[src/rtl/core/pdoa_aoa_pkg.sv]
// Package for the phase-difference angle-of-arrival unit.
// Shared constants, register index codes and the CORDIC arctangent table.
// No dependencies.
package pdoa_aoa_pkg;

  // Default values of the top-level parameters
  localparam int unsigned COUNTS_PER_HALF_TURN = 4096;
  localparam int unsigned CORDIC_STAGES        = 16;
  localparam int unsigned ANGLE_BITS           = 16;

  // Fixed field widths
  localparam int unsigned PHASE_BITS     = 16;
  localparam int unsigned IN_DATA_BITS   = 2 * PHASE_BITS;
  localparam int unsigned OUT_BITS       = 16;
  localparam int unsigned CFG_DATA_BITS  = 16;
  localparam int unsigned CFG_INDEX_BITS = 2;
  localparam int unsigned OFFSET_BITS    = 9;

  // Degree offset: angle = off * 2^ANGLE_BITS / 360, done as off * 2^(AB+1) / 720
  localparam int unsigned OFFSET_DIVISOR = 720;

  // Headroom of the CORDIC x/y words above ANGLE_BITS
  localparam int unsigned CORDIC_GUARD_BITS = 35;

  // sqrt(3) in Q2.30, truncated
  localparam int unsigned          SQRT3_FRAC_BITS = 30;
  localparam logic signed [31:0]   SQRT3_Q30       = 32'sd1859775393;

  typedef enum logic [CFG_INDEX_BITS-1:0] {
    CFG_BIAS_21 = 2'd0,
    CFG_BIAS_31 = 2'd1,
    CFG_OFFSET  = 2'd2
  } cfg_index_e;

  // atan(2^-i), full turn = 2^32
  localparam logic [31:0] ATAN_TURN32 [24] = '{
    32'd536870912, 32'd316933406, 32'd167458907, 32'd85004756,
    32'd42667331,  32'd21354465,  32'd10679838,  32'd5340245,
    32'd2670163,   32'd1335087,   32'd667544,    32'd333772,
    32'd166886,    32'd83443,     32'd41722,     32'd20861,
    32'd10430,     32'd5215,      32'd2608,      32'd1304,
    32'd652,       32'd326,       32'd163,       32'd81
  };

  // Arctangent step rounded to ab bits, ties up
  function automatic logic [31:0] atan_step(input logic [4:0] idx, input int unsigned ab);
    logic [32:0] t;
    t = {1'b0, ATAN_TURN32[idx]} + (33'd1 << (31 - ab));
    return 32'(t >> (32 - ab));
  endfunction

endpackage

[src/rtl/core/pdoa_aoa_front.sv]
// Front end: input register, phase correction and wrap, sqrt3 scaling and
// the quadrant pre-rotation, as four pipeline stages. Uses pdoa_aoa_pkg.
module pdoa_aoa_front #(
  parameter int unsigned AngleBits  = pdoa_aoa_pkg::ANGLE_BITS,
  parameter int unsigned CordicBits = pdoa_aoa_pkg::ANGLE_BITS +
                                      pdoa_aoa_pkg::CORDIC_GUARD_BITS
) (
  input  logic                                  clk_i,
  input  logic                                  rst_ni,
  input  logic                                  in_valid_i,
  output logic                                  in_ready_o,
  input  logic [pdoa_aoa_pkg::PHASE_BITS-1:0]   phase21_i,
  input  logic [pdoa_aoa_pkg::PHASE_BITS-1:0]   phase31_i,
  input  logic [AngleBits-1:0]                  bias21_i,
  input  logic [AngleBits-1:0]                  bias31_i,
  output logic                                  out_valid_o,
  input  logic                                  out_ready_i,
  output logic signed [CordicBits-1:0]          x_o,
  output logic signed [CordicBits-1:0]          y_o,
  output logic [AngleBits-1:0]                  z_o,
  output logic                                  zero_o
);
  import pdoa_aoa_pkg::*;

  localparam int unsigned ScaleBits = AngleBits + PHASE_BITS + 1;
  localparam int unsigned SumBits   = AngleBits + 2;
  localparam int unsigned ProdBits  = SumBits + 32;
  localparam int unsigned XBits     = SumBits + SQRT3_FRAC_BITS;
  localparam logic [ScaleBits-1:0] InRound = ScaleBits'(1) << PHASE_BITS;
  localparam logic [AngleBits-1:0] Quarter = AngleBits'(1) << (AngleBits - 2);

  // stage valids and ready chain
  logic v0_q, v1_q, v2_q, v3_q;
  logic r0, r1, r2, r3;

  assign r3 = !v3_q || out_ready_i;
  assign r2 = !v2_q || r3;
  assign r1 = !v1_q || r2;
  assign r0 = !v0_q || r1;
  assign in_ready_o = r0;

  // stage 0: raw phases
  logic [PHASE_BITS-1:0] p21_q, p31_q;

  // stage 1: correct, wrap to (-half, half], difference and sum
  logic [ScaleBits-1:0]      s21, s31;
  logic [AngleBits-1:0]      t21, t31;
  logic signed [AngleBits:0] c12, c13;
  logic signed [SumBits-1:0] diff_d, sum_d, diff_q, sum_q;

  // round-to-nearest rescale to AB bits, kept mod 2^AB
  assign s21 = {p21_q, {(AngleBits + 1){1'b0}}} + InRound;
  assign s31 = {p31_q, {(AngleBits + 1){1'b0}}} + InRound;
  assign t21 = AngleBits'(0) - s21[ScaleBits-1:PHASE_BITS+1] - bias21_i;
  assign t31 = AngleBits'(0) - s31[ScaleBits-1:PHASE_BITS+1] - bias31_i;
  // exactly half a turn stays positive
  assign c12 = {t21[AngleBits-1] & (|t21[AngleBits-2:0]), t21};
  assign c13 = {t31[AngleBits-1] & (|t31[AngleBits-2:0]), t31};
  assign diff_d = SumBits'(c13) - SumBits'(c12);
  assign sum_d  = SumBits'(c12) + SumBits'(c13);

  // stage 2: y = sqrt3 * diff, x = sum at the same scale
  logic signed [ProdBits-1:0] y2_d, y2_q;
  logic signed [XBits-1:0]    x2_d, x2_q;
  logic                       z2_d, z2_q;

  assign y2_d = ProdBits'(diff_q) * ProdBits'(SQRT3_Q30);
  assign x2_d = XBits'(sum_q) <<< SQRT3_FRAC_BITS;
  assign z2_d = (diff_q == '0) && (sum_q == '0);

  // stage 3: left half-plane turned by a quarter
  logic signed [CordicBits-1:0] xe, ye, x3_d, y3_d, x3_q, y3_q;
  logic [AngleBits-1:0]         a3_d, a3_q;
  logic                         z3_q;

  assign xe = CordicBits'(x2_q);
  assign ye = CordicBits'(y2_q);

  always_comb begin
    x3_d = xe;
    y3_d = ye;
    a3_d = '0;
    if (xe[CordicBits-1]) begin
      if (!ye[CordicBits-1]) begin
        x3_d = ye;
        y3_d = -xe;
        a3_d = Quarter;
      end else begin
        x3_d = -ye;
        y3_d = xe;
        a3_d = AngleBits'(0) - Quarter;
      end
    end
  end

  always_ff @(posedge clk_i or negedge rst_ni) begin
    if (!rst_ni) begin
      v0_q <= 1'b0;
      v1_q <= 1'b0;
      v2_q <= 1'b0;
      v3_q <= 1'b0;
    end else begin
      if (r0) v0_q <= in_valid_i;
      if (r1) v1_q <= v0_q;
      if (r2) v2_q <= v1_q;
      if (r3) v3_q <= v2_q;
    end
  end

  always_ff @(posedge clk_i) begin
    if (r0 && in_valid_i) begin
      p21_q <= phase21_i;
      p31_q <= phase31_i;
    end
    if (r1 && v0_q) begin
      diff_q <= diff_d;
      sum_q  <= sum_d;
    end
    if (r2 && v1_q) begin
      y2_q <= y2_d;
      x2_q <= x2_d;
      z2_q <= z2_d;
    end
    if (r3 && v2_q) begin
      x3_q <= x3_d;
      y3_q <= y3_d;
      a3_q <= a3_d;
      z3_q <= z2_q;
    end
  end

  assign out_valid_o = v3_q;
  assign x_o         = x3_q;
  assign y_o         = y3_q;
  assign z_o         = a3_q;
  assign zero_o      = z3_q;

endmodule

[config.mk]
export PLATFORM = sky130hd
export DESIGN_NAME = pdoa_aoa_front
export DESIGN_NICKNAME = d
export VERILOG_FILES = /design/src/rtl/core/pdoa_aoa_pkg.sv /design/src/rtl/core/pdoa_aoa_front.sv
export SDC_FILE = /design/constraint.sdc
export NUM_CORES = 1
export LEC_CHECK = 0
export BUFFER_PORTS_ARGS = -buffer_cell sky130_fd_sc_hd__buf_2
export CORE_MARGIN = 4
export CORE_UTILIZATION = 25
export DETAILED_ROUTE_END_ITERATION = 16
export SLEW_MARGIN = 10
export SYNTH_ARGS = -nofsm -noshare
export SYNTH_HDL_FRONTEND = slang
export SYNTH_SLANG_ARGS = --single-unit
[constraint.sdc]
create_clock -name clk_i -period 8.9 [get_ports clk_i]
set_clock_uncertainty 0.15 [all_clocks]
set_input_delay 1.78 -clock clk_i [delete_from_list [all_inputs] [get_ports clk_i]]
set_output_delay 1.78 -clock clk_i [all_outputs]
set_load 0.03 [all_outputs]
Word-level counts from Yosys, hierarchy flattened
Cells that the tools add are included.
{"block": "op_classes", "n_addsub": 10, "n_mul": 1, "muxes": 5, "bitwise_logic": 2, "reduce_logical": 18}
{"op": "51-bit 2-to-1 mux", "n": 2}
{"op": "33-bit by 17-bit adder with 33-bit output, second input constant", "n": 2}
{"op": "48-bit negator with 51-bit output", "n": 1}
{"op": "50-bit negator with 51-bit output", "n": 1}
{"op": "18-bit by 32-bit multiplier with 50-bit output, second input constant", "n": 1}
{"op": "49-bit 2-to-1 mux", "n": 1}
{"op": "47-bit 2-to-1 mux", "n": 1}
{"op": "18-bit logical NOT", "n": 2}
{"op": "1-bit by 16-bit subtractor with 16-bit output, first input constant", "n": 2}
{"op": "16-bit subtractor", "n": 2}
{"op": "15-bit OR reduction", "n": 2}
{"op": "17-bit by 17-bit adder with 18-bit output", "n": 1}
{"op": "17-bit by 17-bit subtractor with 18-bit output", "n": 1}
{"op": "16-bit 2-to-1 mux", "n": 1}
{"op": "1-bit logical AND", "n": 5}
{"op": "1-bit logical NOT", "n": 4}
{"op": "1-bit logical OR", "n": 4}
{"op": "1-bit AND", "n": 2}
{"op": "2-bit AND reduction", "n": 1}
{"block": "totals", "register_bits": 260, "in_bits": 68}

Depth between registers and ports, before layout
{"block": "logic_depth", "word_depth": 6, "mapped_depth": 22}

Least setup slack after synthesis
Ideal clock, no wire load.
{"block": "synth_timing", "path_kind": "input to register", "start": "input out_ready_i", "end": "register x3_q[0] (netlist: x_o[0]), enable pin", "setup_ns": 0.582, "arrival_time_ns": 6.510, "required_ns": 8.168, "slack_ns": 1.658, "cell_stages": 2, "path_buffers": 0, "path_cell_list": "nor2b_1 -> nor2b_1"}
{"block": "synth_between", "elab_chain_cells": 2}
{"element": "from (decl)", "line": "pdoa_aoa_front.sv:17", "text": "input logic out_ready_i,"}
{"element": "1-bit logical OR", "line": "pdoa_aoa_front.sv:36", "text": "assign r3 = !v3_q || out_ready_i;"}
{"element": "1-bit logical AND", "line": "pdoa_aoa_front.sv:124", "text": "if (r3 && v2_q) begin"}
{"element": "to (signal assigned)", "line": "pdoa_aoa_front.sv:125", "text": "x3_q <= x3_d;"}
{"element": "to (decl)", "line": "pdoa_aoa_front.sv:72", "text": "logic signed [CordicBits-1:0] xe, ye, x3_d, y3_d, x3_q, y3_q;"}
No other way between the ends.
A chain may end at the register's enable or synchronous reset.

Worst setup path after layout
{"block": "layout_timing", "start": "register diff_q[15]", "end": "register y2_q[42] (data pin)"}
{"block": "layout_between", "elab_chain_cells": 1}
{"element": "from (decl)", "line": "pdoa_aoa_front.sv:49", "text": "logic signed [SumBits-1:0] diff_d, sum_d, diff_q, sum_q;"}
{"element": "from (signal assigned)", "line": "pdoa_aoa_front.sv:116", "text": "diff_q <= diff_d;"}
{"element": "18-bit by 32-bit multiplier with 50-bit output", "line": "pdoa_aoa_front.sv:67", "text": "assign y2_d = ProdBits'(diff_q) * ProdBits'(SQRT3_Q30);"}
{"element": "net y2_d[42]", "line": "pdoa_aoa_front.sv:63", "text": "logic signed [ProdBits-1:0] y2_d, y2_q;"}
{"element": "to (signal assigned)", "line": "pdoa_aoa_front.sv:120", "text": "y2_q <= y2_d;"}
{"element": "to (decl)", "line": "pdoa_aoa_front.sv:63"}
The timed path passes the listed nets, and every way through them passes these cells.

==> metrics <==
Critical Path Source Type flop; share of the synthesized area in the top cell type about a third; Clock Latency Late Sink just under 0.6 ns; final period utilization 81.3%; Layout area overhead 13.9%; Critical Path AT 7.41 ns; CTS tree yes; CTS Buf Count 28; via density per instance roughly 4.4; worst setup path start diff_q[15]; H-Tree Depth 1; total clock sinks around 240; first-pass GRT wire length 92.2 mm; clock buffer depth 3; Sequential Area 0.00731 mm^2; drt wl/cell about 17 um; Final Hold Fails 0; Warnings, synthesis 0; Worst path slowest cell edfxtp_1; Pre-antenna DRT Iters 5; Tot GR Track Use roughly an eighth; Post-synth EDFFs 240; count leader, synth inv_1; Multi-input gate area between 0.01 and 0.015 mm^2; crit-path most repeated cell fa_1; RePlAce Congestion 0.944; largest net degree at the start of global routing between 100 and 150; Slew Limit Fails 0; Die H between 300 and 400 um; layout cells sized above 1 between 10% and 20%; Final setup viols 0; largest area contributor in the netlist edfxtp_1; Worst Hold Class flop to flop; Crit Reg-Reg Endpoint y2_q[42]; Post-Synthesis Cells 2,127; top post-synthesis cells by count inv_1 (398), ha_1 (289), edfxtp_1 (240); Synth cell types 68; row count 110; Largest stage delay, worst path 0.74 ns; Die X 311 um; 1st-iter DRT viols about 1,200; fillers 9,367; Slew HR roughly 34%; mapped cell area between 0.02 and 0.025 mm^2; ys async rst share ~1.6%; Post-route DRC 0; IO Pins 189; RSZ-0062 raised after global routing false; worst reg-to-reg path cell count 19; post-CTS setup buffer count 0; post-route ant nets 0; leading post-synthesis cells by cell area edfxtp_1 (31%), fa_1 (20%), ha_1 (16%), inv_1 (6.5%), xnor2_1 (3.4%); Synth Register Bits approximately 240; status completed; CTS Hold Buffers Added 0; vias in the first global route around 16,000; WS Path Type flop to flop; Cell Chain, Critical Path fa_1 > ha_1 > inv_1 > fa_1 > inv_1 > fa_1 > fa_1 > inv_1 > fa_1 > inv_1 > ha_1 > a21oi_1 > o21ai_0 > a2111oi_0 > a211oi_1 > o31ai_1 > o21bai_1 > a31oi_1 > xnor2_1; initial antenna violation count 8; PostCTS Resize Cnt 0; port buffer count between 150 and 200; Initial Utilization roughly 25%; vias after detailed routing approximately 15,000; register area share after synthesis 31.9%; largest fanout on the critical path 11; final WL ~60 mm; Slew @ Worst Pin roughly 1.0 ns; Setup crit end y2_q[42]; Post-synth top flop edfxtp_1; post-route setup TNS 0 ns; RR Startpoint diff_q[15]; Critical Path End Type flop; clock slew at reported path FFs about 0.06 ns; die area 0.0965 mm^2; post-DP HPWL between 50 and 60 mm; max cap viols 0; Avg Cell Area, Syn about 11 um^2; Critical Path RT 9.08 ns; Core ar. 0.0904 mm^2; crit path time final ~7.2 ns; reg2reg setup slack 1.66 ns; Achievable Freq around 0.14 GHz; NumNets Final around 2,900; grt ovf 0; root buf cell clkbuf_16
[sequential cells by signal, summed over array words and instances, names as in the netlist]
name / flops
v2_q: 1
sum_q: 17
p31_q: 16
v1_q: 1
v0_q: 1
x2_q: 17
x_o: 51
diff_q: 18
zero_o: 1
p21_q: 16
z2_q: 1
y2_q: 50
y_o: 51
out_valid_o: 1
z_o: 2
[stage by stage]
stage | worst slack (ns) | util [%] | std cells | hold WS [ns] | cell area [um^2]
after floorplan | 1.66 | - | 2141 | 0.250 | 23000
after global placement | 1.78 | 27.8 | 3448 | 0.256 | 25100
after detailed placement | 1.66 | 27.8 | 3448 | 0.256 | 25100
after CTS | 1.65 | 28.9 | 3497 | 0.285 | 26100
after global routing | 1.16 | 28.9 | 3497 | 0.300 | 26100
final | 1.66 | 28.9 | 3498 | 0.281 | 26100
[routing by layer]
metal	vias up	share of wire [%]	track usage, %
li1	7489	-	-
met1	7325	47	17.5
met2	445	42	18.2
met3	69	8.6	3.67
met4	0	2.4	2.64
met5	-	0	0
[cell type report]
cell class	instances	area share [%]
timing repair buffer	183	3.60
inverter	398	5.73
sequential	244	28.0
multi-input combinational	1447	53.3
antenna	1	0.00959
clock inverter	20	0.978
tap	1176	5.64
clock buffer	29	2.70
[critical path: cells and delay by family (launching register included)]
kind,cells,cell delay (ns)
buffers and inverters,4,0.26
xor gates and xnor gates,1,0.09
AOI/OAI and AO/OA,7,2.30
DFF,1,0.74
adders and majority gates,7,3.47
[worst min-delay path by stage]
stage / start / slack, ns / cells past startpoint / to
2_1_floorplan: z2_q / 0.25 / 0 / zero_o
3_3_place_gp: z2_q / 0.26 / 0 / zero_o
3_5_place_dp: z2_q / 0.26 / 0 / zero_o
4_1_cts: z2_q / 0.29 / 0 / zero_o
5_1_grt: z2_q / 0.30 / 0 / zero_o
6_report: z2_q / 0.28 / 0 / zero_o
[cell usage in the layout (no fill, tap or decap), types with 18 or more instances in the layout]
cell type,count
inv_1,398
ha_1,289
edfxtp_1,240
fa_1,225
buf_2,174
a21oi_1,119
nor2_1,110
xnor2_1,90
nand2_1,78
xor2_1,60
o21ai_0,58
nor2b_1,53
nor3_1,35
a21o_1,30
clkbuf_16,28
o31ai_1,24
and2_1,24
or3_1,18
nand3_1,18
[logic make-up (layout without fill, tap and decap cells)]
family          Yosys count  in the layout  share of synthesized area, %
simple gates            425            425                          9.62
mux                       7              7                         0.317
flops                   244            244                          31.9
compound gates          336            336                          9.35
other cells               1             16                        0.0164
fa+ha+maj               514            514                          35.5
buf+inv                 450            630                          7.60
xor+xnor                150            150                          5.74
Power is not shown: default switching activity piles up to over one toggle a cycle in this logic, so the estimate is an artifact.
