## src/rtl/core/pdoa_aoa_pkg.sv

```systemverilog
// Package for the phase-difference angle-of-arrival unit.
// Shared constants, register index codes and the CORDIC arctangent table.
// No dependencies.
package pdoa_aoa_pkg;

  // Default values of the top-level parameters
  localparam int unsigned COUNTS_PER_HALF_TURN = 4096;
  localparam int unsigned CORDIC_STAGES        = 16;
  localparam int unsigned ANGLE_BITS           = 16;

  // Fixed field widths
  localparam int unsigned PHASE_BITS     = 16;
  localparam int unsigned IN_DATA_BITS   = 2 * PHASE_BITS;
  localparam int unsigned OUT_BITS       = 16;
  localparam int unsigned CFG_DATA_BITS  = 16;
  localparam int unsigned CFG_INDEX_BITS = 2;
  localparam int unsigned OFFSET_BITS    = 9;

  // Degree offset: angle = off * 2^ANGLE_BITS / 360, done as off * 2^(AB+1) / 720
  localparam int unsigned OFFSET_DIVISOR = 720;

  // Headroom of the CORDIC x/y words above ANGLE_BITS
  localparam int unsigned CORDIC_GUARD_BITS = 35;

  // sqrt(3) in Q2.30, truncated
  localparam int unsigned          SQRT3_FRAC_BITS = 30;
  localparam logic signed [31:0]   SQRT3_Q30       = 32'sd1859775393;

  typedef enum logic [CFG_INDEX_BITS-1:0] {
    CFG_BIAS_21 = 2'd0,
    CFG_BIAS_31 = 2'd1,
    CFG_OFFSET  = 2'd2
  } cfg_index_e;

  // atan(2^-i), full turn = 2^32
  localparam logic [31:0] ATAN_TURN32 [24] = '{
    32'd536870912, 32'd316933406, 32'd167458907, 32'd85004756,
    32'd42667331,  32'd21354465,  32'd10679838,  32'd5340245,
    32'd2670163,   32'd1335087,   32'd667544,    32'd333772,
    32'd166886,    32'd83443,     32'd41722,     32'd20861,
    32'd10430,     32'd5215,      32'd2608,      32'd1304,
    32'd652,       32'd326,       32'd163,       32'd81
  };

  // Arctangent step rounded to ab bits, ties up
  function automatic logic [31:0] atan_step(input logic [4:0] idx, input int unsigned ab);
    logic [32:0] t;
    t = {1'b0, ATAN_TURN32[idx]} + (33'd1 << (31 - ab));
    return 32'(t >> (32 - ab));
  endfunction

endpackage

```

## src/rtl/core/pdoa_aoa_cfg.sv

```systemverilog
// Configuration registers of the angle-of-arrival unit with a two-step
// converter from bias counts and degrees to binary angles. Uses pdoa_aoa_pkg.
module pdoa_aoa_cfg #(
  parameter int unsigned AngleBits         = pdoa_aoa_pkg::ANGLE_BITS,
  parameter int unsigned CountsPerHalfTurn = pdoa_aoa_pkg::COUNTS_PER_HALF_TURN
) (
  input  logic                                     clk_i,
  input  logic                                     rst_ni,
  input  logic                                     cfg_valid_i,
  output logic                                     cfg_ready_o,
  input  logic [pdoa_aoa_pkg::CFG_INDEX_BITS-1:0]  cfg_index_i,
  input  logic [pdoa_aoa_pkg::CFG_DATA_BITS-1:0]   cfg_data_i,
  output logic [AngleBits-1:0]                     bias21_o,
  output logic [AngleBits-1:0]                     bias31_o,
  output logic [AngleBits-1:0]                     offset_o
);
  import pdoa_aoa_pkg::*;

  // floor(v * 2^K + rnd, D) mod 2^AB with 2^K = D * Q0 + R0: the Q0 part is a
  // short product, the R0 part leaves a small positive numerator (lifted by
  // a whole number of divisors) that a reciprocal multiply divides exactly.
  // Bias data is split into a signed high byte and an unsigned low byte so
  // that numerator stays below 2^9 divisors, as does the 9-bit offset's.
  localparam int unsigned SplitBits = 8;
  localparam int unsigned SpanBits  = 9;

  localparam longint BiasDiv   = longint'(2 * CountsPerHalfTurn);
  localparam longint BiasRnd   = longint'(CountsPerHalfTurn);
  localparam longint BiasTurn  = longint'(1) << AngleBits;
  localparam longint BiasQ0    = BiasTurn / BiasDiv;
  localparam longint BiasR0    = BiasTurn % BiasDiv;
  localparam longint BiasQ1    = (BiasR0 << SplitBits) / BiasDiv;
  localparam longint BiasR1    = (BiasR0 << SplitBits) % BiasDiv;
  localparam longint BiasLift  = 128;
  localparam int unsigned BiasDivBits = $clog2(BiasDiv);
  localparam int unsigned BiasShift   = SpanBits + 2 * BiasDivBits;
  localparam longint BiasMul   = ((longint'(1) << BiasShift) + BiasDiv - 1) / BiasDiv;

  localparam longint OffDiv    = longint'(OFFSET_DIVISOR);
  localparam longint OffRnd    = OffDiv / 2;
  localparam longint OffTurn   = longint'(1) << (AngleBits + 1);
  localparam longint OffQ0     = OffTurn / OffDiv;
  localparam longint OffR0     = OffTurn % OffDiv;
  localparam longint OffLift   = 256;
  localparam int unsigned OffDivBits = $clog2(OffDiv);
  localparam int unsigned OffShift   = SpanBits + 2 * OffDivBits;
  localparam longint OffMul    = ((longint'(1) << OffShift) + OffDiv - 1) / OffDiv;

  localparam int unsigned DivBits  = (BiasDivBits > OffDivBits) ? BiasDivBits : OffDivBits;
  localparam int unsigned NumBits  = DivBits + SpanBits;
  localparam int unsigned MulBits  = DivBits + SpanBits + 2;
  localparam int unsigned WideBits = NumBits + 2;
  localparam int unsigned ProdBits = NumBits + MulBits;

  localparam logic [AngleBits-1:0]       BiasQ0W   = AngleBits'(BiasQ0);
  localparam logic [AngleBits-1:0]       BiasQ1W   = AngleBits'(BiasQ1);
  localparam logic [AngleBits-1:0]       OffQ0W    = AngleBits'(OffQ0);
  localparam logic signed [WideBits-1:0] BiasR0S   = WideBits'(BiasR0);
  localparam logic signed [WideBits-1:0] BiasR1S   = WideBits'(BiasR1);
  localparam logic signed [WideBits-1:0] BiasAddS  = WideBits'(BiasRnd + BiasLift * BiasDiv);
  localparam logic signed [WideBits-1:0] OffR0S    = WideBits'(OffR0);
  localparam logic signed [WideBits-1:0] OffAddS   = WideBits'(OffRnd + OffLift * OffDiv);
  localparam logic [MulBits-1:0]         BiasMulW  = MulBits'(BiasMul);
  localparam logic [MulBits-1:0]         OffMulW   = MulBits'(OffMul);
  localparam logic [AngleBits-1:0]       BiasLiftW = AngleBits'(BiasLift);
  localparam logic [AngleBits-1:0]       OffLiftW  = AngleBits'(OffLift);

  logic                        busy_q, busy_d;
  logic [NumBits-1:0]          num_q, num_d;
  logic [AngleBits-1:0]        base_q, base_d;
  cfg_index_e                  dst_q, dst_d;
  logic [AngleBits-1:0]        bias21_q, bias21_d;
  logic [AngleBits-1:0]        bias31_q, bias31_d;
  logic [AngleBits-1:0]        offset_q, offset_d;

  logic signed [WideBits-1:0]  hi_s, lo_s, off_s, bias_num, off_num;
  logic [AngleBits-1:0]        val_a, hi_a, off_a, bias_base, off_base;
  logic [MulBits-1:0]          mul_sel;
  logic [ProdBits-1:0]         prod;
  logic [AngleBits-1:0]        quot;
  logic [AngleBits-1:0]        result;
  logic                        start;
  logic                        known_idx;

  assign cfg_ready_o = !busy_q;
  assign known_idx   = (cfg_index_i == CFG_BIAS_21) || (cfg_index_i == CFG_BIAS_31) ||
                       (cfg_index_i == CFG_OFFSET);
  assign start       = cfg_valid_i && cfg_ready_o && known_idx;

  // step 1: short products mod 2^AB and the small lifted numerator
  assign hi_s  = WideBits'($signed(cfg_data_i[CFG_DATA_BITS-1:SplitBits]));
  assign lo_s  = WideBits'(cfg_data_i[SplitBits-1:0]);
  assign off_s = WideBits'($signed(cfg_data_i[OFFSET_BITS-1:0]));
  assign val_a = AngleBits'($signed(cfg_data_i));
  assign hi_a  = AngleBits'($signed(cfg_data_i[CFG_DATA_BITS-1:SplitBits]));
  assign off_a = AngleBits'($signed(cfg_data_i[OFFSET_BITS-1:0]));

  assign bias_num  = hi_s * BiasR1S + lo_s * BiasR0S + BiasAddS;
  assign off_num   = off_s * OffR0S + OffAddS;
  assign bias_base = val_a * BiasQ0W + hi_a * BiasQ1W;
  assign off_base  = off_a * OffQ0W;

  // step 2: exact quotient of the small numerator by reciprocal multiply
  assign mul_sel = (dst_q == CFG_OFFSET) ? OffMulW : BiasMulW;
  assign prod    = ProdBits'(num_q) * ProdBits'(mul_sel);
  assign quot    = (dst_q == CFG_OFFSET) ? (AngleBits'(prod >> OffShift) - OffLiftW) :
                                           (AngleBits'(prod >> BiasShift) - BiasLiftW);
  assign result  = base_q + quot;

  always_comb begin
    busy_d   = busy_q;
    num_d    = num_q;
    base_d   = base_q;
    dst_d    = dst_q;
    bias21_d = bias21_q;
    bias31_d = bias31_q;
    offset_d = offset_q;
    if (start) begin
      busy_d = 1'b1;
      dst_d  = cfg_index_e'(cfg_index_i);
      if (cfg_index_i == CFG_OFFSET) begin
        num_d  = off_num[NumBits-1:0];
        base_d = off_base;
      end else begin
        num_d  = bias_num[NumBits-1:0];
        base_d = bias_base;
      end
    end else if (busy_q) begin
      busy_d = 1'b0;
      unique case (dst_q)
        CFG_BIAS_21: bias21_d = result;
        CFG_BIAS_31: bias31_d = result;
        CFG_OFFSET:  offset_d = result;
        default:     ;
      endcase
    end
  end

  always_ff @(posedge clk_i or negedge rst_ni) begin
    if (!rst_ni) begin
      busy_q   <= 1'b0;
      dst_q    <= CFG_BIAS_21;
      bias21_q <= '0;
      bias31_q <= '0;
      offset_q <= '0;
    end else begin
      busy_q   <= busy_d;
      dst_q    <= dst_d;
      bias21_q <= bias21_d;
      bias31_q <= bias31_d;
      offset_q <= offset_d;
    end
  end

  always_ff @(posedge clk_i) begin
    num_q  <= num_d;
    base_q <= base_d;
  end

  assign bias21_o = bias21_q;
  assign bias31_o = bias31_q;
  assign offset_o = offset_q;

endmodule

```

## config.mk

```make
export PLATFORM = sky130hd
export DESIGN_NAME = pdoa_aoa_cfg
export DESIGN_NICKNAME = d
export VERILOG_FILES = /design/src/rtl/core/pdoa_aoa_pkg.sv /design/src/rtl/core/pdoa_aoa_cfg.sv
export SDC_FILE = /design/constraint.sdc
export NUM_CORES = 1
export LEC_CHECK = 0
export ABC_AREA = 1
export BUFFER_PORTS_ARGS = -buffer_cell sky130_fd_sc_hd__buf_2
export CAP_MARGIN = 5
export CORE_UTILIZATION = 30
export CTS_BUF_LIST = sky130_fd_sc_hd__clkbuf_4 sky130_fd_sc_hd__clkbuf_8 sky130_fd_sc_hd__clkbuf_16
export DETAILED_ROUTE_END_ITERATION = 10
export RECOVER_POWER = 50
export SYNTH_ARGS = -nofsm -noshare
export SYNTH_HDL_FRONTEND = slang
export SYNTH_SLANG_ARGS = --single-unit
```

## constraint.sdc

```tcl
create_clock -name clk_i -period 17.7 [get_ports clk_i]
set_clock_uncertainty 0.15 [all_clocks]
set_input_delay 2.655 -clock clk_i [delete_from_list [all_inputs] [get_ports clk_i]]
set_output_delay 2.655 -clock clk_i [all_outputs]
set_load 0.02 [all_outputs]
```

======== Yosys cells after proc, flatten, opt, wreduce, memory -nomap -nowiden ========
Index checks and enable logic that the tools add are counted.
word-level totals
  bits in registers ....................... 89
  latch bits .............................. 0
  memory bits (writable) .................. 0
  ROM bits ................................ 0
  input bits .............................. 21
  output and inout bits ................... 49
  memories ................................ 0
cells by class
  $add $sub $neg .......................... 4
  multiply operators ...................... 2
  div/mod/pow operators ................... 0
  order comparisons ....................... 0
  equality and inequality tests ........... 4
  shift-type cells ........................ 0
  muxes and demuxes ....................... 4
  bitwise gates (word level) .............. 1
  reduce and logical (&&, ||, !) cells .... 10
operators with widths
  cell                      number
  $mul A22 B23 Y45          1
  $mux W16                  2
  $mux W23                  1
  $add A14 B19 Y20 const B  1
  $add A16 B16 Y16          1
  $mul A16 B7 Y15 const B   1
  $sub A16 B9 Y16 const B   1
  $sub A10 B8 Y11 const B   1
  $reduce_and A3 Y1         3
  $eq A2 B1 Y1 const B      2
  $eq A2 B2 Y1 const B      2
  $logic_not A2 Y1          2
  $logic_and A1 B1 Y1       2
  $logic_or A1 B1 Y1        2
  $logic_not A1 Y1          1
  $mux W1                   1
  $not A1 Y1                1

======== Depth between registers and ports, before layout ========
Gate-level depths: netlist of run 1.
  depth in word-level cells ............... 6
  depth in mapped cells ................... 50
  depth with buffers taken out ............ 49

======== Worst setup path after synthesis of run 1 ========
Ideal clock, no wire load.
  kind .................................... register to register
  from .................................... register dst_q[1]
  to ...................................... register bias21_q[15] (netlist: bias21_o[15])
  arrival time ............................ 7,478 ps
  data required time ...................... 17,433 ps
  setup slack ............................. 9,955 ps
  stages on the path, launching flop included .. 42
  buffers on the path ..................... 2
  clock period less this slack ............ 7,745 ps
  path through ............................ dfrtp_1 > nand2_4 > clkbuf_1 > buf_1 > nor2_1 > ha_1 > fa_1 > fa_1 > ha_1 > fa_1 > inv_1 > fa_1 > inv_1 > ha_1 > ha_1 > nand2_1 > nor2_1 > inv_1 > (+6 left out) > xor2_1 > o21ai_0 > ha_1 > fa_1 > nand3_1 > nand2_1 > a21oi_1 > o21bai_1 > a31oi_1 > o21ai_1 > nand3_1 > nand2_1 > nand2_1 > nand2_1 > nand3_1 > nand2_2 > nand2_1 > nand2_1
between the ends
  longest elaborated chain between the ends .. 6
RTL lines
  element                                             RTL line                                  text
  start: declaration                                  pdoa_aoa_cfg.sv:71                        cfg_index_e dst_q, dst_d;
  start signal: assignment                            pdoa_aoa_cfg.sv:148                       dst_q <= dst_d;
  $eq A2 B2 Y1                                        pdoa_aoa_cfg.sv:104, pdoa_aoa_cfg.sv:106
  $mux W23                                            pdoa_aoa_cfg.sv:104                       assign mul_sel = (dst_q == CFG_OFFSET) ? OffMulW : BiasMulW;
  $mul A22 B23 Y45                                    pdoa_aoa_cfg.sv:105                       assign prod = ProdBits'(num_q) * ProdBits'(mul_sel);
  $sub A16 B9 Y16 or $sub A10 B8 Y11 (tied branches)  pdoa_aoa_cfg.sv:106, pdoa_aoa_cfg.sv:107
  $mux W16                                            pdoa_aoa_cfg.sv:106                       assign quot = (dst_q == CFG_OFFSET) ? (AngleBits'(prod >> OffShift) - OffLiftW) :
  $add A16 B16 Y16                                    pdoa_aoa_cfg.sv:108                       assign result = base_q + quot;
  end signal: assignment                              pdoa_aoa_cfg.sv:149                       bias21_q <= bias21_d;
  end: declaration                                    pdoa_aoa_cfg.sv:72                        logic [AngleBits-1:0] bias21_q, bias21_d;
Parallel ways exist; a longest one is shown, timed or not.
A chain may end at the register's enable or synchronous reset.

======== Final worst setup path of run 1 ========
  from .................................... register dst_q[1]
  to ...................................... register offset_q[13] (netlist: offset_o[13])
between the ends
  longest elaborated chain between the ends .. 6
RTL lines
  element                                             RTL line                                                       text
  $eq A2 B2 Y1 (*)                                    pdoa_aoa_cfg.sv:104, pdoa_aoa_cfg.sv:106, pdoa_aoa_cfg.sv:130
  $mux W23                                            pdoa_aoa_cfg.sv:104
  $mul A22 B23 Y45                                    pdoa_aoa_cfg.sv:105
  $sub A16 B9 Y16 or $sub A10 B8 Y11 (tied branches)  pdoa_aoa_cfg.sv:106, pdoa_aoa_cfg.sv:107
  $mux W16                                            pdoa_aoa_cfg.sv:106
  $add A16 B16 Y16                                    pdoa_aoa_cfg.sv:108
  end signal: assignment                              pdoa_aoa_cfg.sv:151                                            offset_q <= offset_d;
  end: declaration                                    pdoa_aoa_cfg.sv:74                                             logic [AngleBits-1:0] offset_q, offset_d;
Every way passes the cells marked *; elsewhere a longest branch is shown, timed or not.

==> results of run 1 <==
power breakdown:
group / switching, mW / internal, mW
Combinational: 1.08 / 0.602
Clock: 0.0731 / 0.129
Sequential: 0.0354 / 0.254
layout make-up:
cell class,count,area (µm²)
fill,3966,25000
tap,511,639
inverter,279,1050
clock buffer,11,246
multi-input combinational,976,8270
sequential,79,2120
timing repair buffer,68,277
clock inverter,5,80.1
sequential cells by signal, summed over array words and instances (netlist names):
| signal | cells |
|---|---|
| base_q | 15 |
| bias21_o | 16 |
| bias31_o | 16 |
| busy_q | 1 |
| dst_q | 2 |
| num_q | 13 |
| offset_o | 16 |
worst max-delay path, delay by kind of cell, from the launching register on:
| family | cells | cell delay, ns |
|---|---|---|
| simple gates | 9 | 1.73 |
| xor+xnor | 1 | 0.35 |
| flops | 1 | 0.46 |
| buf+inv | 5 | 1.06 |
| fa+ha+maj | 10 | 3.89 |
| compound gates | 9 | 1.71 |
logic make-up (layout without fill, tap and decap cells):
group | Yosys count | after routing | synth area share, %
buffers and inverters | 292 | 363 | 9.55
XOR/XNOR | 30 | 30 | 2.29
flip-flops | 79 | 79 | 18.4
adder cells (fa/ha/maj) | 346 | 346 | 45.4
other | 2 | 3 | 0.0654
AND/OR/NAND/NOR | 399 | 399 | 14.9
AO/OA/AOI/OAI | 198 | 198 | 9.29
worst paths after layout:
| path | from | endpoint | cells past startpoint |
|---|---|---|---|
| min in group asynchronous | rst_ni | bias31_o[2] | 2 |
| max reg2reg | dst_q[1] | offset_o[13] | 34 |
| min reg2reg | bias21_o[2] | bias21_o[2] | 2 |
| min | bias21_o[2] | bias21_o[2] | 2 |
| max in group asynchronous | rst_ni | offset_o[10] | 2 |
| max | dst_q[1] | offset_o[13] | 34 |
per-stage QoR:
stage | hold slack [ns] | setup WS (ns) | power, mW
final | 0.333 | 8.20 | 2.18
after global routing | 0.349 | 7.51 | 2.44
after CTS | 0.336 | 8.27 | 2.20
after detailed placement | 0.318 | 8.32 | 1.98
after global placement | 0.306 | 8.42 | 1.96
after floorplan | 0.421 | 9.95 | 1.51
routing by layer:
layer / part of all wire, % / wire (µm) / up-vias
met4: 1.6 / 438 / 0
met3: 3.1 / 841 / 26
met2: 48 / 13100 / 134
li1: - / - / 4436
met1: 48 / 13100 / 4236
met5: 0 / 0 / -
cells in the mapped netlist, types with 6 or more instances:
library cell                 n  share of area, %
sky130_fd_sc_hd__dfrtp_1    51                11
sky130_fd_sc_hd__xor2_1     17               1.3
sky130_fd_sc_hd__a21oi_1    72               3.1
sky130_fd_sc_hd__fa_1      118                21
sky130_fd_sc_hd__nand2_1   229               7.5
sky130_fd_sc_hd__xnor2_1    13              0.99
sky130_fd_sc_hd__clkbuf_1   12              0.39
sky130_fd_sc_hd__o21bai_1    6              0.39
sky130_fd_sc_hd__nor2_1     96               3.1
sky130_fd_sc_hd__a31oi_1     8              0.44
sky130_fd_sc_hd__nand2_2    13              0.71
sky130_fd_sc_hd__nor3_1     11              0.48
sky130_fd_sc_hd__edfxtp_1   28               7.3
sky130_fd_sc_hd__ha_1      228                25
sky130_fd_sc_hd__or2_2       7              0.38
sky130_fd_sc_hd__a21o_1      9              0.59
sky130_fd_sc_hd__inv_1     272               8.9
sky130_fd_sc_hd__nand3_1    26               1.1
sky130_fd_sc_hd__o21ai_0    87               3.8
==> results.env, run 1 <==
SETUP-VIOLATIONS-FINAL=0
CTS_ROOT_BUF='sky130_fd_sc_hd__clkbuf_16'
CRITICAL_PATH_ARRIVAL_NS=9.55
WORSTHOLDPATHTYPE='reg2reg'
MOST_FREQUENT_CELLS_IN_THE_LAYOUT='272 x sky130_fd_sc_hd__inv_1, 229 x sky130_fd_sc_hd__nand2_1, 228 x sky130_fd_sc_hd__ha_1'
PLACE_INST=1913
GLOBALROUTE.BUSIESTLAYER='met2'
POWER_PER_CELL_AREA_mW_PER_MM2=172
FLOORPLAN.CORE_AREA_MM2=0.0377
EFFECTIVE_UTILIZATION_AT_FLOORPLAN_PCT=30.5
GRT_START_MAX_NET_PINS=52
SLOWEST_STAGE='sky130_fd_sc_hd__clkinv_1'
IO_BUFFERS=66
GRT_FIRST_PASS_WIRELENGTH_UM=45300
CTS_RESIZED=0
OUTCOME='complete, but fails checks'
GRT_RESOURCE_USAGE_TOTAL_PCT=14.7
CTS.CLK_SLEW.WORST_PATHS_NS=0.06
TOTAL_OVERFLOW_REPORTED_BY_THE_GLOBAL_ROUTER=0
DETAIL_ROUTE.ITER0.VIOLATIONS=431
MAX_FREQ_MHz=105
NNETSFINAL=1780
MEAN_INSTANCE_SIZE_IN_THE_SYNTHESIZED_NETLIST_UM2=8.53
FINALWIRELENGTH_UM=27500
WORST_EP_REQUIRED_TIME_NS=17.75
STDCELL_COUNT=1929
STARTPOINT_CLASS_OF_THE_CRITICAL_PATH='flop'
AREA_GROWTH_SYN_TO_LAYOUT_PCT=10.4
CTS_SETUP_BUFFERS=0
LAYOUT.CORE_UTILIZATION_PCT=33.7
CTSLONGESTPATHBUFFERS=2
CTS_HOLD_REPAIR.BUFFERS=0
MOST_COMMON_CELL_AFTER_LAYOUT_FILL_AND_TAPS_ASIDE='sky130_fd_sc_hd__inv_1'
GLOBAL_ROUTE.USAGE.MET2_PCT=25.4
PLACED_CELL_AREA_MM2=0.0124
ROUTED_WIRE_LENGTH_PER_INSTANCE_UM=14.2
ANTENNA_FOUND_INITIAL=0
WORST_SLEW_PIN_SLEW_NS=3.09
FIN_AREA_MM2=0.0127
TIMING.MAX_CAP.VIOLATIONS=2
SYNTH.FF_LATCH_COUNT=79
SYNTH_CELLS=1346
CTS_BUFFERS=9
SINK_COUNT=79
FAILING_CHECKS='max-capacitance violations, max-slew violations'
FINAL_HOLD_VIOL_COUNT=0
N_ANTENNA_CELL=0
SYNTH_ENABLE_FLOP_CELLS=28
CHIPWIDTH_UM=198
PERIOD_MINUS_SLACK_NS=9.50
NUMBER_OF_REMAINING_DRC_ERRORS=0
YOSYS_WARNINGS=0
SYNTH_ASYNC_SR_FLOP_SHARE_PCT=64.6
SYNTH_AREA_MM2=0.0115
CRIT_TOP_CELL='sky130_fd_sc_hd__ha_1'
SETUP_REPAIR_AFTER_GLOBAL_ROUTING_MISSED_ITS_MARGIN='no'
LAYOUT_CELLS_SIZED_ABOVE_1_PCT=4.80
CLOCK_TREE.HTREE_LEVEL_COUNT=3
CP_SLOWEST_STAGE_DELAY_NS=0.73
TIMING.SLEW.HEADROOM_PCT=-106
NUMBER_OF_GLOBAL_ROUTE_VIAS_BEFORE_REPAIR=9057
SETUP_TNS_NS=0
ANTENNA_VIOLATING_NETS_POST_ROUTE=0
ROUTABILITYCONGESTION=0.907
TIMING.CRITICAL_PATH.TO_TYPE='flop'
GRTUSAGEMET3_PCT=1.62
CORE.ROWCOUNT=71
MET1_TRACK_DEMAND_OVER_RESOURCE_PCT=19.7
TIMING.FINAL.CRIT_SHARE_PCT=53.7
IOPINCOUNT=70
VIA_COUNT=8832
FP.DIEAREA_MM2=0.0390
CTS_TREE='done'
PATH_MAX_FANOUT=28
FINAL_MAX_TRAN_VIOLS=86
POWER_LEAKAGE_nW=6.92
CLOCK_NETWORK_LATENCY_TO_THE_LATER_PIN_OF_THE_WORST_SKEW_PAIR_NS=0.33
POSTSYNTH.TOPFLOPCELL='sky130_fd_sc_hd__dfrtp_1'
SYNTH_SEQ_AREA_SHARE_PCT=18.4
CRIT_TYPE='reg2reg'
REG2REG_SLACK_NS=8.20
ROUTED_VIA_DENSITY=4.58
IRDROPWORSTVDD_mV=0.0575
YS_TYPES=39
DP.FINAL_HPWL_UM=23700
DETAIL_ROUTE.FIRST_PASS.ITERATIONS=5
FLOORPLAN.DIE.HEIGHT_UM=198
Note: power is estimated with default switching activity, not from simulation.
==> run 2, diff against run 1 <==
==> constraint.sdc (replaced) <==
create_clock -name clk_i -period 9.82 [get_ports clk_i]
set_clock_uncertainty 0.15 [all_clocks]
set_input_delay 1.473 -clock clk_i [delete_from_list [all_inputs] [get_ports clk_i]]
set_output_delay 1.473 -clock clk_i [all_outputs]
set_load 0.02 [all_outputs]
==> results.env, run 2 (synthesis gave the netlist of run 1 again) <==
POWER_PER_CELL_AREA_mW_PER_MM2=308
ANTENNA_FOUND_INITIAL=0
CLOCK_NETWORK_LATENCY_TO_THE_LATER_PIN_OF_THE_WORST_SKEW_PAIR_NS=0.34
WORST_EP_REQUIRED_TIME_NS=9.86
MAX_FREQ_MHz=111
ROUTED_WIRE_LENGTH_PER_INSTANCE_UM=14.2
ANTENNA_VIOLATING_NETS_POST_ROUTE=0
CRIT_TYPE='reg2reg'
AREA_GROWTH_SYN_TO_LAYOUT_PCT=10.4
FAILING_CHECKS='max-capacitance violations, max-slew violations'
DP_WORST_SETUP_SLACK_NS=0.883
IRDROPWORSTVDD_mV=0.109
DETAIL_ROUTE.ITER0.VIOLATIONS=516
PERIOD_MINUS_SLACK_NS=9.02
NUMBER_OF_REMAINING_DRC_ERRORS=0
CTS_SETUP_BUFFERS=0
EFFECTIVE_UTILIZATION_AT_FLOORPLAN_PCT=30.5
SETUP_REPAIR_AFTER_GLOBAL_ROUTING_MISSED_ITS_MARGIN='no'
ROUTED_VIA_DENSITY=4.53
VIA_COUNT=8760
ROUTABILITYCONGESTION=0.896
CORE.ROWCOUNT=71
SLOWEST_STAGE='sky130_fd_sc_hd__fa_1'
GRT_FIRST_PASS_WIRELENGTH_UM=45600
FINAL_SETUP_SLACK_OF_THE_WORST_PATH_NS=0.795
CTS_BUFFERS=9
PLACE_INST=1916
TIMING.FINAL.CRIT_SHARE_PCT=91.9
POWER_LEAKAGE_nW=6.92
FINAL_MAX_TRAN_VIOLS=86
PATH_MAX_FANOUT=28
CTS_ROOT_BUF='sky130_fd_sc_hd__clkbuf_16'
FLOORPLAN.CORE_AREA_MM2=0.0377
WORSTHOLDPATHTYPE='reg2reg'
SINK_COUNT=79
STARTPOINT_CLASS_OF_THE_CRITICAL_PATH='flop'
CRITICAL_PATH_ARRIVAL_NS=9.07
TOTAL_OVERFLOW_REPORTED_BY_THE_GLOBAL_ROUTER=0
TIMING.CRITICAL_PATH.TO_TYPE='flop'
GLOBAL_ROUTE.USAGE.MET2_PCT=25.5
CTS_HOLD_REPAIR.BUFFERS=0
LAYOUT_CELLS_SIZED_ABOVE_1_PCT=4.93
DP.FINAL_HPWL_UM=23700
GRTUSAGEMET3_PCT=1.14
FINALWIRELENGTH_UM=27400
FLOORPLAN.DIE.HEIGHT_UM=198
TIMING.MAX_CAP.VIOLATIONS=2
LAYOUT.CORE_UTILIZATION_PCT=33.6
CRIT_TOP_CELL='sky130_fd_sc_hd__inv_1'
WORST_SLEW_PIN_SLEW_NS=3.06
MOST_FREQUENT_CELLS_IN_THE_LAYOUT='272 x sky130_fd_sc_hd__inv_1, 229 x sky130_fd_sc_hd__nand2_1, 228 x sky130_fd_sc_hd__ha_1'
CTS_RESIZED=0
MOST_COMMON_CELL_AFTER_LAYOUT_FILL_AND_TAPS_ASIDE='sky130_fd_sc_hd__inv_1'
IOPINCOUNT=70
TIMING.SLEW.HEADROOM_PCT=-104
IO_BUFFERS=66
SETUP_TNS_NS=0
STDCELL_COUNT=1932
CLOCK_TREE.HTREE_LEVEL_COUNT=3
NUMBER_OF_GLOBAL_ROUTE_VIAS_BEFORE_REPAIR=8932
FP.DIEAREA_MM2=0.0390
CP_SLOWEST_STAGE_DELAY_NS=0.55
GRT_RESOURCE_USAGE_TOTAL_PCT=14.7
N_ANTENNA_CELL=0
MET1_TRACK_DEMAND_OVER_RESOURCE_PCT=20.1
DETAIL_ROUTE.FIRST_PASS.ITERATIONS=5
CTS.CLK_SLEW.WORST_PATHS_NS=0.06
CTS_TREE='done'
CTSLONGESTPATHBUFFERS=2
GRT_START_MAX_NET_PINS=52
SETUP-VIOLATIONS-FINAL=0
GLOBALROUTE.BUSIESTLAYER='met2'
FINAL_HOLD_VIOL_COUNT=0
NNETSFINAL=1783
WORST_HOLD_SLACK_NS=0.323
OUTCOME='complete, but fails checks'
CHIPWIDTH_UM=198
[run 2: final cells by class]
| cell class | count | area [µm²] |
|---|---|---|
| clock inverters | 6 | 60.1 |
| inverters | 279 | 1050 |
| fillers | 3975 | 25000 |
| multi-input cells | 976 | 8270 |
| well taps | 511 | 639 |
| repair buffers | 71 | 302 |
| clock buffers | 10 | 239 |
| flip-flops and latches | 79 | 2120 |
[run 2: per-layer routing]
metal,wire length (µm),share of wire [%],up-vias
li1,-,-,4437
met2,13300,48,135
met4,341,1.2,0
met5,0,0,-
met3,765,2.8,22
met1,13000,47,4166
[run 2: final timing paths]
kind / startpoint / end / slack (ns) / cells past startpoint
setup / recovery: dst_q[1] / bias21_o[13] / 0.80 / 40
hold / removal: bias21_o[3] / bias21_o[3] / 0.32 / 2
setup reg to reg: dst_q[1] / bias21_o[13] / 0.80 / 40
hold reg to reg: bias21_o[3] / bias21_o[3] / 0.32 / 2
max in group asynchronous: rst_ni / bias31_o[11] / 6.15 / 1
min in group asynchronous: rst_ni / bias31_o[2] / 1.84 / 1
[run 2: report_power, final]
| part | leakage [nW] | internal [mW] | switching [mW] | total [mW] |
|---|---|---|---|---|
| logic | 5.89 | 1.10 | 1.96 | 3.05 |
| registers | 0.888 | 0.458 | 0.0632 | 0.522 |
| clock network | 0.146 | 0.202 | 0.129 | 0.332 |
| total | 6.92 | 1.76 | 2.15 | 3.91 |
[run 2: worst max-delay path, delay by kind of cell, from the launching register on]
kind            cells  cell delay, ns
fa+ha+maj           9            3.63
flops               1            0.45
compound gates      7            1.28
simple gates       12            2.09
buf+inv            11            0.93
xor+xnor            1            0.33
[run 2: stage by stage]
stage	total power, mW	area [µm²]
global route	4.36	12700
floorplan	2.72	11500
global placement	3.55	12500
CTS	3.95	12700
finish	3.91	12700
detailed placement	3.57	12500
==> run 3, diff against run 2 <==
--- a/config.mk
+++ b/config.mk
@@ -11,6 +11,7 @@
 export CORE_UTILIZATION = 30
 export CTS_BUF_LIST = sky130_fd_sc_hd__clkbuf_4 sky130_fd_sc_hd__clkbuf_8 sky130_fd_sc_hd__clkbuf_16
 export DETAILED_ROUTE_END_ITERATION = 10
+export PLACE_DENSITY = 0.47
 export RECOVER_POWER = 50
 export SYNTH_ARGS = -nofsm -noshare
 export SYNTH_HDL_FRONTEND = slang
==> results.env, run 3 (synthesis gave the netlist of run 1 again) <==
MIN_PATH_CELLS=2
SETUP-VIOLATIONS-FINAL=0
FINAL_HOLD_VIOL_COUNT=0
R2R_START='dst_q[1]'
POWER_SWITCHING_mW=2.20
CTS_TREE='done'
IOPINCOUNT=70
DP.FINAL_HPWL_UM=25800
CTS_SETUP_BUFFERS=0
VIA_COUNT=8684
DETAIL_ROUTE.FIRST_PASS.ITERATIONS=5
IO_BUFFERS=66
WORST_SETUP_PATH_STARTPOINT='dst_q[1]'
LAYOUT.CORE_UTILIZATION_PCT=33.7
GRT_START_MAX_NET_PINS=52
CTSLONGESTPATHBUFFERS=2
IRDROPWORSTVDD_mV=0.117
TIMING.CRITICAL_PATH.TO_TYPE='flop'
POWER_FRAC_SEQ_PCT=13.1
INTERNAL_POWER_CONTRIBUTION_mW=1.75
SETUP_TNS_NS=0
REG2REG_DEPTH=41
CTS_ROOT_BUF='sky130_fd_sc_hd__clkbuf_16'
GRT_RESOURCE_USAGE_TOTAL_PCT=16.0
PWR-SHARE-COMB_PCT=78.4
EFFECTIVE_UTILIZATION_AT_FLOORPLAN_PCT=30.5
SLOWEST_STAGE='sky130_fd_sc_hd__fa_1'
FP.DIEAREA_MM2=0.0390
FINAL_MAX_TRAN_VIOLS=86
CP-ENDPOINT='bias21_o[13]'
MAXUSEDROUTINGLAYER='met4'
SINK_COUNT=79
FLOORPLAN.DIE.HEIGHT_UM=198
CTS.CLK_SLEW.WORST_PATHS_NS=0.06
CP_SLOWEST_STAGE_DELAY_NS=0.55
FAILING_CHECKS='max-capacitance violations, max-slew violations'
LAYOUT_CELLS_SIZED_ABOVE_1_PCT=5.20
CHIPWIDTH_UM=198
WORST_EP_REQUIRED_TIME_NS=9.87
TIMING.FINAL.CRIT_SHARE_PCT=90.7
CLOCK_POWER_SHARE_PCT=8.5
CTS_HOLD_REPAIR.BUFFERS=0
ROUTABILITYCONGESTION=0.926
NUMBER_OF_GLOBAL_ROUTE_VIAS_BEFORE_REPAIR=8968
POWER_PER_CELL_AREA_mW_PER_MM2=312
SETUP_REPAIR_AFTER_GLOBAL_ROUTING_MISSED_ITS_MARGIN='no'
CTS_RESIZED=0
DETAIL_ROUTE.ITER0.VIOLATIONS=402
TIMING.SLEW.HEADROOM_PCT=-103
TOTAL_OVERFLOW_REPORTED_BY_THE_GLOBAL_ROUTER=0
CLOCK_NETWORK_LATENCY_TO_THE_LATER_PIN_OF_THE_WORST_SKEW_PAIR_NS=0.34
CRITICAL_PATH_ARRIVAL_NS=8.96
MOST_COMMON_CELL_AFTER_LAYOUT_FILL_AND_TAPS_ASIDE='sky130_fd_sc_hd__inv_1'
GRT_FIRST_PASS_WIRELENGTH_UM=48500
AREA_GROWTH_SYN_TO_LAYOUT_PCT=10.6
TOTAL_POWER_mW=3.96
ROUTED_WIRE_LENGTH_PER_INSTANCE_UM=15.3
NNETSFINAL=1786
MOST_FREQUENT_CELLS_IN_THE_LAYOUT='272 x sky130_fd_sc_hd__inv_1, 229 x sky130_fd_sc_hd__nand2_1, 228 x sky130_fd_sc_hd__ha_1'
FLOORPLAN.CORE_AREA_MM2=0.0377
DETAILROUTE.WIRELENGTH.MET3_UM=677
ROUTED_VIA_DENSITY=4.49
CRIT_TYPE='reg2reg'
REG2REG_SLACK_NS=0.91
CRIT_TOP_CELL='sky130_fd_sc_hd__inv_1'
NUMBER_OF_REMAINING_DRC_ERRORS=0
POWER_SWITCHING_SHARE_PCT=55.7
OUTCOME='complete, but fails checks'
CORE.ROWCOUNT=71
PERIOD_MINUS_SLACK_NS=8.91
ANTENNA_FOUND_INITIAL=0
WORST_HOLD_SLACK_NS=0.328
POWER_LEAKAGE_nW=6.93
WORSTHOLDPATHTYPE='reg2reg'
DETAIL_ROUTE.WIRELENGTH.MET1_UM=15000
STARTPOINT_CLASS_OF_THE_CRITICAL_PATH='flop'
MET2_WIRELENGTH_UM=13600
ANTENNA_VIOLATING_NETS_POST_ROUTE=0
WORST_SLEW_PIN_SLEW_NS=3.05
TIMING.MAX_CAP.VIOLATIONS=2
N_ANTENNA_CELL=0
CTS_BUFFERS=9
CLOCK_TREE.HTREE_LEVEL_COUNT=3
MAX_FREQ_MHz=112
PATH_MAX_FANOUT=12
WORSTREG2REGEND='bias21_o[13]'
FINALWIRELENGTH_UM=29600
## run 3: layout make-up
type | count | area [µm²]
multi-input cells | 976 | 8270
repair buffers | 74 | 322
flip-flops and latches | 79 | 2120
clock inverters | 7 | 71.3
clock buffers | 9 | 225
well taps | 511 | 639
inverters | 279 | 1050
fillers | 4036 | 25000
## run 3: power groups by stage
stage                     Combinational, mW  Sequential, mW  Clock (mW)
after global routing                   3.56           0.533       0.356
after CTS                              3.17           0.516       0.343
final                                  3.10           0.519       0.336
after global placement                 3.15           0.517           0
after floorplan                        2.08           0.638           0
after detailed placement               3.13           0.520           0
## run 3: how the worst min path moves through the flow
| stage | from | endpoint | slack (ns) |
|---|---|---|---|
| after CTS | bias31_o[3] | bias31_o[3] | 0.33 |
| after global routing | bias31_o[3] | bias31_o[3] | 0.34 |
| after detailed placement | bias31_o[3] | bias31_o[3] | 0.30 |
| final | bias31_o[3] | bias31_o[3] | 0.33 |
| after global placement | bias21_o[3] | bias21_o[3] | 0.31 |
| after floorplan | dst_q[0] | dst_q[0] | 0.42 |
## run 3: per-stage QoR
step | setup WS, ns | cell area, µm² | cells
after global routing | 0.235 | 12700 | 1935
after global placement | 0.953 | 12500 | 1919
after CTS | 0.904 | 12800 | 1935
final | 0.915 | 12700 | 1935
after detailed placement | 0.944 | 12500 | 1919
after floorplan | 2.07 | 11500 | 1347
## run 3: critical path: cells and delay by family, from the launching register on
| family | cells | cell delay [ns] |
|---|---|---|
| AOI/OAI and AO/OA | 9 | 1.51 |
| xor gates and xnor gates | 2 | 0.60 |
| adders and majority gates | 9 | 3.63 |
| buffers and inverters | 9 | 0.79 |
| DFF | 1 | 0.46 |
| and+or+nand+nor | 12 | 1.61 |
## run 3: per-layer routing
metal	vias to the layer above	track usage (%)
li1	4446	-
met2	75	26.5
met5	-	0
met3	14	1.38
met4	0	2.78
met1	4149	22.8
